`config.mk`:
```
export PLATFORM = sky130hd
export DESIGN_NAME = max_gap_seat_allocator_top
export DESIGN_NICKNAME = d
export VERILOG_FILES = /design/src/mgsa_pkg.sv /design/src/max_gap_seat_allocator_top.sv /design/src/mgsa_gap_unit.sv
export SDC_FILE = /design/constraint.sdc
export NUM_CORES = 1
export LEC_CHECK = 0
export ABC_AREA = 1
export BUFFER_PORTS_ARGS = -buffer_cell sky130_fd_sc_hd__buf_2
export CORE_MARGIN = 2
export CORE_UTILIZATION = 41
export CTS_BUF_LIST = sky130_fd_sc_hd__clkbuf_8
export CTS_CLUSTER_DIAMETER = 40
export DETAILED_ROUTE_END_ITERATION = 12
export PLACE_DENSITY = 0.61
export REMOVE_ABC_BUFFERS = 1
export SYNTH_ARGS = -nofsm -noshare
export SYNTH_HDL_FRONTEND = slang
export SYNTH_HIERARCHICAL = 1
export SYNTH_SLANG_ARGS = --single-unit
```
`constraint.sdc`:
```
create_clock -name clk -period 4.61 [get_ports clk]
set_clock_uncertainty 0.05 [all_clocks]
set_input_delay 0.922 -clock clk [delete_from_list [all_inputs] [get_ports clk]]
set_output_delay 0.922 -clock clk [all_outputs]
set_load 0.02 [all_outputs]
```
`src/mgsa_pkg.sv`:
```
// Package for the max-gap seat allocator.
// Holds sizes, command and status codes, sequencer states and the gap-unit types.
// No dependencies.
package mgsa_pkg;

	localparam int MAX_SEATS = 64;
	localparam int SEAT_W    = $clog2(MAX_SEATS);
	localparam int CNT_W     = $clog2(MAX_SEATS + 1);

	localparam logic [CNT_W-1:0] SEAT_COUNT_RST = CNT_W'(MAX_SEATS);

	localparam logic CMD_PLACE   = 1'b0;
	localparam logic CMD_RELEASE = 1'b1;

	localparam logic [1:0] STATUS_OK    = 2'd0;
	localparam logic [1:0] STATUS_FULL  = 2'd1;
	localparam logic [1:0] STATUS_EMPTY = 2'd2;

	typedef enum logic [2:0] {
		ST_IDLE   = 3'b001,
		ST_SCAN   = 3'b010,
		ST_FINISH = 3'b100
	} state_t;

	typedef enum logic [1:0] {
		GAP_FIRST,
		GAP_INNER,
		GAP_TAIL
	} gap_op_t;

	typedef struct packed {
		logic              take;
		logic [SEAT_W-1:0] gap_len;
		logic [SEAT_W-1:0] pos;
	} gap_res_t;

endpackage

```
`src/max_gap_seat_allocator_top.sv`:
```
// Top level of the max-gap seat allocator: occupancy map, scan sequencer, result regs.
// Depends on mgsa_pkg and mgsa_gap_unit.
//
// channel   direction  handshake               payload
// request   in         start & !busy           cmd, seat_index
// result    out        done (one-cycle strobe) chosen_seat, status
// config    in         cfg_we                  cfg_wdata (seat_count)
//
// Place: one active seat per cycle (n = seat_count, saturated to 1..64) through the
// shared gap unit, then a finish state; result strobes on the cycle after that state.
// Release: result strobes on the cycle after the request; busy stays low.
// Reset clears the occupancy map at once and sets seat_count to 64.
// The receiver cannot stall; a new request may be taken in the strobe cycle.
module max_gap_seat_allocator_top
	import mgsa_pkg::*;
(
	input  logic              clk,
	input  logic              arst_n,
	input  logic              start,
	output logic              busy,
	input  logic              cmd,
	input  logic [SEAT_W-1:0] seat_index,
	input  logic              cfg_we,
	input  logic [CNT_W-1:0]  cfg_wdata,
	output logic              done,
	output logic [SEAT_W-1:0] chosen_seat,
	output logic [1:0]        status
);

	state_t               state_q;
	logic [MAX_SEATS-1:0] map_q;
	logic [CNT_W-1:0]     seat_count_q;
	logic [SEAT_W-1:0]    i_q;
	logic [SEAT_W-1:0]    prev_q;
	logic [SEAT_W-1:0]    best_q;
	logic [SEAT_W-1:0]    res_q;
	logic                 have_prev_q;
	logic                 any_free_q;
	logic                 done_q;
	logic [SEAT_W-1:0]    seat_q;
	logic [1:0]           status_q;

	logic [CNT_W-1:0]  n_c;
	logic [CNT_W-1:0]  last_w;
	logic [SEAT_W-1:0] last_c;
	logic              accept;
	gap_op_t           gap_op;
	logic [SEAT_W-1:0] gap_cur;
	gap_res_t          gap_res;
	logic [SEAT_W-1:0] pick_c;

	always_comb begin
		priority if (seat_count_q == '0) begin
			n_c = CNT_W'(1);
		end else if (seat_count_q > CNT_W'(MAX_SEATS)) begin
			n_c = CNT_W'(MAX_SEATS);
		end else begin
			n_c = seat_count_q;
		end
	end

	assign last_w = n_c - CNT_W'(1);
	assign last_c = last_w[SEAT_W-1:0];
	assign busy   = (state_q != ST_IDLE);
	assign accept = start && !busy;

	always_comb begin
		if (state_q == ST_FINISH) begin
			gap_op  = GAP_TAIL;
			gap_cur = last_c;
		end else begin
			gap_op  = have_prev_q ? GAP_INNER : GAP_FIRST;
			gap_cur = i_q;
		end
	end

	mgsa_gap_unit u_gap (
		.op   (gap_op),
		.cur  (gap_cur),
		.prev (prev_q),
		.best (best_q),
		.res  (gap_res)
	);

	// tail gap only counts once an occupant was seen
	assign pick_c = !have_prev_q ? '0 : (gap_res.take ? gap_res.pos : res_q);

	always_ff @(posedge clk or negedge arst_n) begin
		if (!arst_n) begin
			seat_count_q <= SEAT_COUNT_RST;
		end else if (cfg_we) begin
			seat_count_q <= cfg_wdata;
		end
	end

	always_ff @(posedge clk or negedge arst_n) begin
		if (!arst_n) begin
			state_q     <= ST_IDLE;
			map_q       <= '0;
			done_q      <= 1'b0;
			have_prev_q <= 1'b0;
			any_free_q  <= 1'b0;
		end else begin
			done_q <= 1'b0;
			unique case (state_q)
				ST_IDLE: begin
					if (accept) begin
						if (cmd == CMD_RELEASE) begin
							seat_q <= seat_index;
							done_q <= 1'b1;
							if (map_q[seat_index]) begin
								map_q[seat_index] <= 1'b0;
								status_q          <= STATUS_OK;
							end else begin
								status_q <= STATUS_EMPTY;
							end
						end else begin
							i_q         <= '0;
							best_q      <= '0;
							res_q       <= '0;
							prev_q      <= '0;
							have_prev_q <= 1'b0;
							any_free_q  <= 1'b0;
							state_q     <= ST_SCAN;
						end
					end
				end
				ST_SCAN: begin
					if (map_q[i_q]) begin
						if (gap_res.take) begin
							best_q <= gap_res.gap_len;
							res_q  <= gap_res.pos;
						end
						prev_q      <= i_q;
						have_prev_q <= 1'b1;
					end else begin
						any_free_q <= 1'b1;
					end
					if (i_q == last_c) begin
						state_q <= ST_FINISH;
					end else begin
						i_q <= i_q + SEAT_W'(1);
					end
				end
				ST_FINISH: begin
					done_q  <= 1'b1;
					state_q <= ST_IDLE;
					if (any_free_q) begin
						seat_q        <= pick_c;
						status_q      <= STATUS_OK;
						map_q[pick_c] <= 1'b1;
					end else begin
						seat_q   <= '0;
						status_q <= STATUS_FULL;
					end
				end
				default: begin
					state_q <= ST_IDLE;
				end
			endcase
		end
	end

	assign done        = done_q;
	assign chosen_seat = seat_q;
	assign status      = status_q;

	a_full_seat_zero: assert property (@(posedge clk) disable iff (!arst_n)
		done && status == STATUS_FULL |-> chosen_seat == '0)
		else $error("full result with nonzero seat");

	a_scan_in_range: assert property (@(posedge clk) disable iff (!arst_n)
		state_q == ST_SCAN |-> i_q <= last_c)
		else $error("scan index past last active seat");

	a_place_goes_busy: assert property (@(posedge clk) disable iff (!arst_n)
		accept && cmd == CMD_PLACE |=> busy && !done)
		else $error("place request did not start a scan");

	a_empty_release_clear: assert property (@(posedge clk) disable iff (!arst_n)
		done && status == STATUS_EMPTY |-> !map_q[chosen_seat])
		else $error("empty-release result on an occupied seat");

endmodule

```
`src/mgsa_gap_unit.sv`:
```
// Shared gap evaluator: distance and seat for a leading, inner or trailing gap,
// and whether it beats the best distance so far.
// Depends on mgsa_pkg.
module mgsa_gap_unit
	import mgsa_pkg::*;
(
	input  gap_op_t           op,
	input  logic [SEAT_W-1:0] cur,
	input  logic [SEAT_W-1:0] prev,
	input  logic [SEAT_W-1:0] best,
	output gap_res_t          res
);

	logic [SEAT_W:0]   sum;
	logic [SEAT_W-1:0] diff;

	assign sum  = {1'b0, cur} + {1'b0, prev};
	assign diff = cur - prev;

	always_comb begin
		res = '0;
		unique case (op)
			GAP_FIRST: begin
				res.gap_len = cur;
				res.pos     = '0;
			end
			GAP_INNER: begin
				res.gap_len = {1'b0, diff[SEAT_W-1:1]};
				res.pos     = sum[SEAT_W:1];
			end
			GAP_TAIL: begin
				res.gap_len = diff;
				res.pos     = cur;
			end
			default: begin
				res.gap_len = '0;
				res.pos     = '0;
			end
		endcase
		res.take = (res.gap_len > best);
	end

endmodule
```
# Yosys cells after proc, flatten, opt, wreduce, memory -nomap -nowiden
# Cells that the tools add are included.
[op_classes]
eq_ne = 17
order_cmp = 7
n_reduce_logical = 16
n_addsub = 4
n_mux = 54
n_bitwise = 3
[ops]
columns = ["op", "count"]
rows = [
  ["$mux 64", 4],
  ["$pmux 64 s2", 1],
  ["$mux 6", 15],
  ["$and 64x64->64", 1],
  ["$not 64->64", 1],
  ["$or 64x64->64", 1],
  ["$pmux 6 s2", 5],
  ["$pmux 12 s3", 1],
  ["$lt 6x7->1 const B", 3],
  ["$ne 2x2->1 const B", 10],
  ["$reduce_and 5->1", 3],
  ["$bmux 1 s6", 2],
  ["$demux 1 s6", 2],
  ["$ge 6x1->1 const B", 2],
  ["$mux 1", 12],
  ["$reduce_and 4->1", 3],
  ["$mux 3", 3],
  ["$mux 2", 4],
  ["$add 6x6->7", 1],
  ["$gt 7x7->1 const B", 1],
  ["$logic_not 7->1", 1],
  ["$add 6x1->6 const B", 1],
  ["$eq 6x6->1", 1],
  ["$gt 6x6->1", 1],
  ["17 further kinds", 22],
]
[word_totals]
in_bits = 18
wordCells = 113
output_inout_bits = 10
register_bits = 109

# Longest topological paths before layout
[depth]
word_depth = 17
mapped_depth = 36
depth_no_buf = 34

# By module
# The synthesis kept the hierarchy.
[by_module_without_submodules]
columns = ["module", "n_inst", "area_per_inst_um2", "seq_area_each_um2", "cells_each"]
rows = [
  ["max_gap_seat_allocator_top", 1, 7855.0, 2890.3, 1248],
  ["mgsa_gap_unit", 1, 839.6, 0.0, 141],
]

# Worst setup path before layout
# Ideal clock, no wire load.
[synth_path]
path_type = "reg2reg"
startpoint = "reg seat_count_q[0]"
endpoint = "reg map_q[1]"
arrival_time_ns = 4.477
synth_period_minus_slack_ns = 4.644
stages_incl_launch_ff = 29
path_slack_ns = -0.034
cell_sequence = "dfrtp_1 > nor2_1 > nand3_1 > o21ai_0 > nand2_1 > ha_1 > o21ai_0 > ha_1 > nand2_1 > nor2_1 > nand2_1 > nand4_1 > nand3_1 > o21ai_2 > ha_1 > nand2_1 > inv_1 > o21ai_0 > a31oi_1 > buf_2 > o21ai_0 > nor2_1 > inv_1 > nand2_1 > nor2_1 > o21ai_0 > nand2_1 > nand3_1 > nand2_1"
[synth_rtl]
columns = ["element", "line", "source"]
rows = [
  ["start, declared", "max_gap_seat_allocator_top.sv:32", "logic [CNT_W-1:0] seat_count_q;"],
  ["start signal, assigned", "max_gap_seat_allocator_top.sv:92", "seat_count_q <= cfg_wdata;"],
  ["end signal, assigned", "max_gap_seat_allocator_top.sv:99", "map_q <= '0;"],
  ["end signal, assigned by index", "max_gap_seat_allocator_top.sv:112", "map_q[seat_index] <= 1'b0;"],
  ["end signal, assigned by index", "max_gap_seat_allocator_top.sv:151", "map_q[pick_c] <= 1'b1;"],
  ["end, declared", "max_gap_seat_allocator_top.sv:31", "logic [MAX_SEATS-1:0] map_q;"],
]

==> results.yml <==
drt:
  first_pass_iters: 6
  drtIter0Drc: 919
  routed_via_density: 5.43
  drc_errors: 0
  routed_wl_mm: 30.6
  wire_per_inst_um: 17.4
  ant_nets: 0
  num_vias: 9515
die:
  core_mm2: 0.0209
  dieArea_mm2: 0.0224
  io_pins: 28
  die_x_um: 150
  row_count: 53
  start_util_pct: 41.6
  die_y_um: 150
synthesis:
  ys.flop_type: "dfrtp_1"
  syn_area_mm2: 0.00869
  ys_ff_latch: 109
  synth_area_leaders: "nand2_1, dfrtp_1, nand3_1, edfxtp_1, o21ai_0"
  synthCells: 1389
  ys_types: 39
  yosysTopAreaCellShare_pct: 23.1
  ys_top_cells_by_count: "nand2_1, nand3_1, inv_1"
  ys_seq_area_share_pct: 33.2
  synth_edf_count: 32
  avgSynthCellArea_um2: 6.26
  ys_warn_count: 6
  yosysMostFrequentCell: "nand2_1"
  synthArstFlopShare_pct: 70.6
  synth_top_area_cell: "nand2_1"
power:
  power_mw: 4.87
  power_density_mw_per_mm2: 463
  leakage_nw: 5.12
  vdd_drop_max_uv: 211
setup_path:
  r2r_cells: 33
  slowest_delay_ns: 0.41
  start_kind: "register"
  cp_max_fo: 8
  r2r_start: "seat_count_q[0]$_DFFE_PN0P_"
  arrival_ns: 4.85
  critPathCaptureType: "register"
  cp.required_ns: 4.91
  slowest_stage: "dfrtp_1"
  startpoint: "seat_count_q[0]$_DFFE_PN0P_"
  cp_common_cell: "nand2_1"
  worstSetupPathType: "reg -> reg"
sta:
  slew_headroom_pct: 32.2
  final.period_utilization_pct: 98.7
  setup_tns_ns: 0
  final_max_slew_viol_count: 0
  setup_viol: 0
  grt_setup_unrepaired: "true"
  tightest_slew_ns: 1.02
  period_needed_ns: 4.55
  max_freq_ghz: 0.220
  finalHoldViolations: 0
global_routing:
  grt_pass1_wl_mm: 48.5
  grt_pass1_vias: 8959
  antenna_found_initial: 1
  grt_max_degree: 78
  grtUsageTotal_pct: 28.0
  grt.overflow.total: 0
placement:
  port_buffers: 27
  numPlacedInstances: 1720
  dp_hpwl_mm: 20.3
  gp_congestion: 0.937
cells_and_area:
  layout.nets: 1511
  drive_above_1_share_pct: 20.5
  n_antenna_cell: 0
  final_cells: 1752
  utilization_pct: 50.4
  syn2layout_area_growth_pct: 21.1
clock_tree:
  postCtsHoldBufs: 0
  cts_tree: "built"
  numClockSinks: 109
  cts_buffer_depth: 2
  clkLatencyLatePin_ns: 0.40
  path_clk_slew_ns: 0.12
  cts_buffers: 9
  root_buffer: "clkbuf_8"
  htree_levels: 3
worst_hold_path:
  hp-class: "in -> async"
job:
  drv_cap: 0
status:
  status: "complete, no violations"
where the power goes:
group / internal (mW) / switching [mW]
combinational: 1.02 / 1.72
clock: 0.364 / 0.375
sequential: 1.23 / 0.162
placed cells by master, fill, tap and decap left out, types with 16 or more instances in the layout:
master / count
inv_2: 19
inv_1: 127
nand2_1: 506
nand3_1: 200
nand2_2: 24
buf_4: 95
edfxtp_1: 32
o21ai_1: 31
buf_2: 26
dfrtp_1: 75
o21ai_2: 33
o21ai_0: 74
buf_6: 16
nor2_1: 66
worst max-delay path: cells and delay by family (launching register included):
kind	cells	cell delay [ns]
adders and majority gates	2	0.59
and+or+nand+nor	16	1.58
AOI/OAI and AO/OA	7	0.93
buffers and inverters	8	0.95
DFF	1	0.41
cell type report:
cell class / count / area (um^2)
clock buffers: 9 / 124
fillers: 2130 / 10400
flip-flops and latches: 109 / 2890
well taps: 275 / 344
clock inverters: 7 / 124
repair buffers: 140 / 1080
inverters: 150 / 568
multi-input cells: 1062 / 5390
per-stage QoR:
| stage | area, um^2 | worst slack (ns) | hold slack (ns) |
|---|---|---|---|
| floorplan | 8330 | -2.16 | 0.392 |
| global placement | 9590 | -0.286 | 0.407 |
| detailed placement | 9590 | -0.363 | 0.435 |
| CTS | 10100 | 0.00866 | 0.258 |
| global route | 10500 | -0.252 | 0.259 |
| finish | 10500 | 0.0598 | 0.264 |
timing repair:
action	4_1_cts	5_1_grt
cloned	1	0
setup buffers	7	10
pin swaps	14	83
endpoints found under the setup margin	64	69
resized for setup	75	145
registers in the layout, summed over array words and instances (netlist names):
name	cells
map_q	64
seat_count_q	7
best_q	6
chosen_seat	6
i_q	6
prev_q	6
res_q	6
state_q	3
status	2
any_free_q	1
done	1
have_prev_q	1
cells by family (layout without fill, tap and decap cells):
family / Yosys count / count (layout) / synth area share [%]
buffers and inverters: 218 / 306 / 10.6
DFF: 109 / 109 / 33.2
adders and majority gates: 21 / 21 / 3.19
muxes: 1 / 1 / 0.130
xor gates and xnor gates: 4 / 4 / 0.403
and+or+nand+nor: 853 / 853 / 41.0
AOI/OAI and AO/OA: 183 / 183 / 11.4
metal layers:
| layer | vias to the layer above | part of all wire (%) | global-route usage [%] |
|---|---|---|---|
| li1 | 4636 | - | - |
| met1 | 4441 | 43 | 37.4 |
| met2 | 375 | 47 | 46.2 |
| met3 | 61 | 7.4 | 3.90 |
| met4 | 2 | 3.0 | 10.3 |
| met5 | - | 0.043 | 0 |
final timing paths:
| path | end | slack (ns) |
|---|---|---|
| max | map_q[28]$_DFFE_PN0P_ | 0.06 |
| min | done$_DFF_PN0_ | 0.26 |
| max reg2reg | map_q[28]$_DFFE_PN0P_ | 0.06 |
| min reg2reg | have_prev_q$_DFFE_PN0P_ | 0.46 |
| max in group asynchronous | map_q[43]$_DFFE_PN0P_ | 3.04 |
| min in group clk | have_prev_q$_DFFE_PN0P_ | 0.46 |
Note: power is estimated with default switching activity, not from simulation.
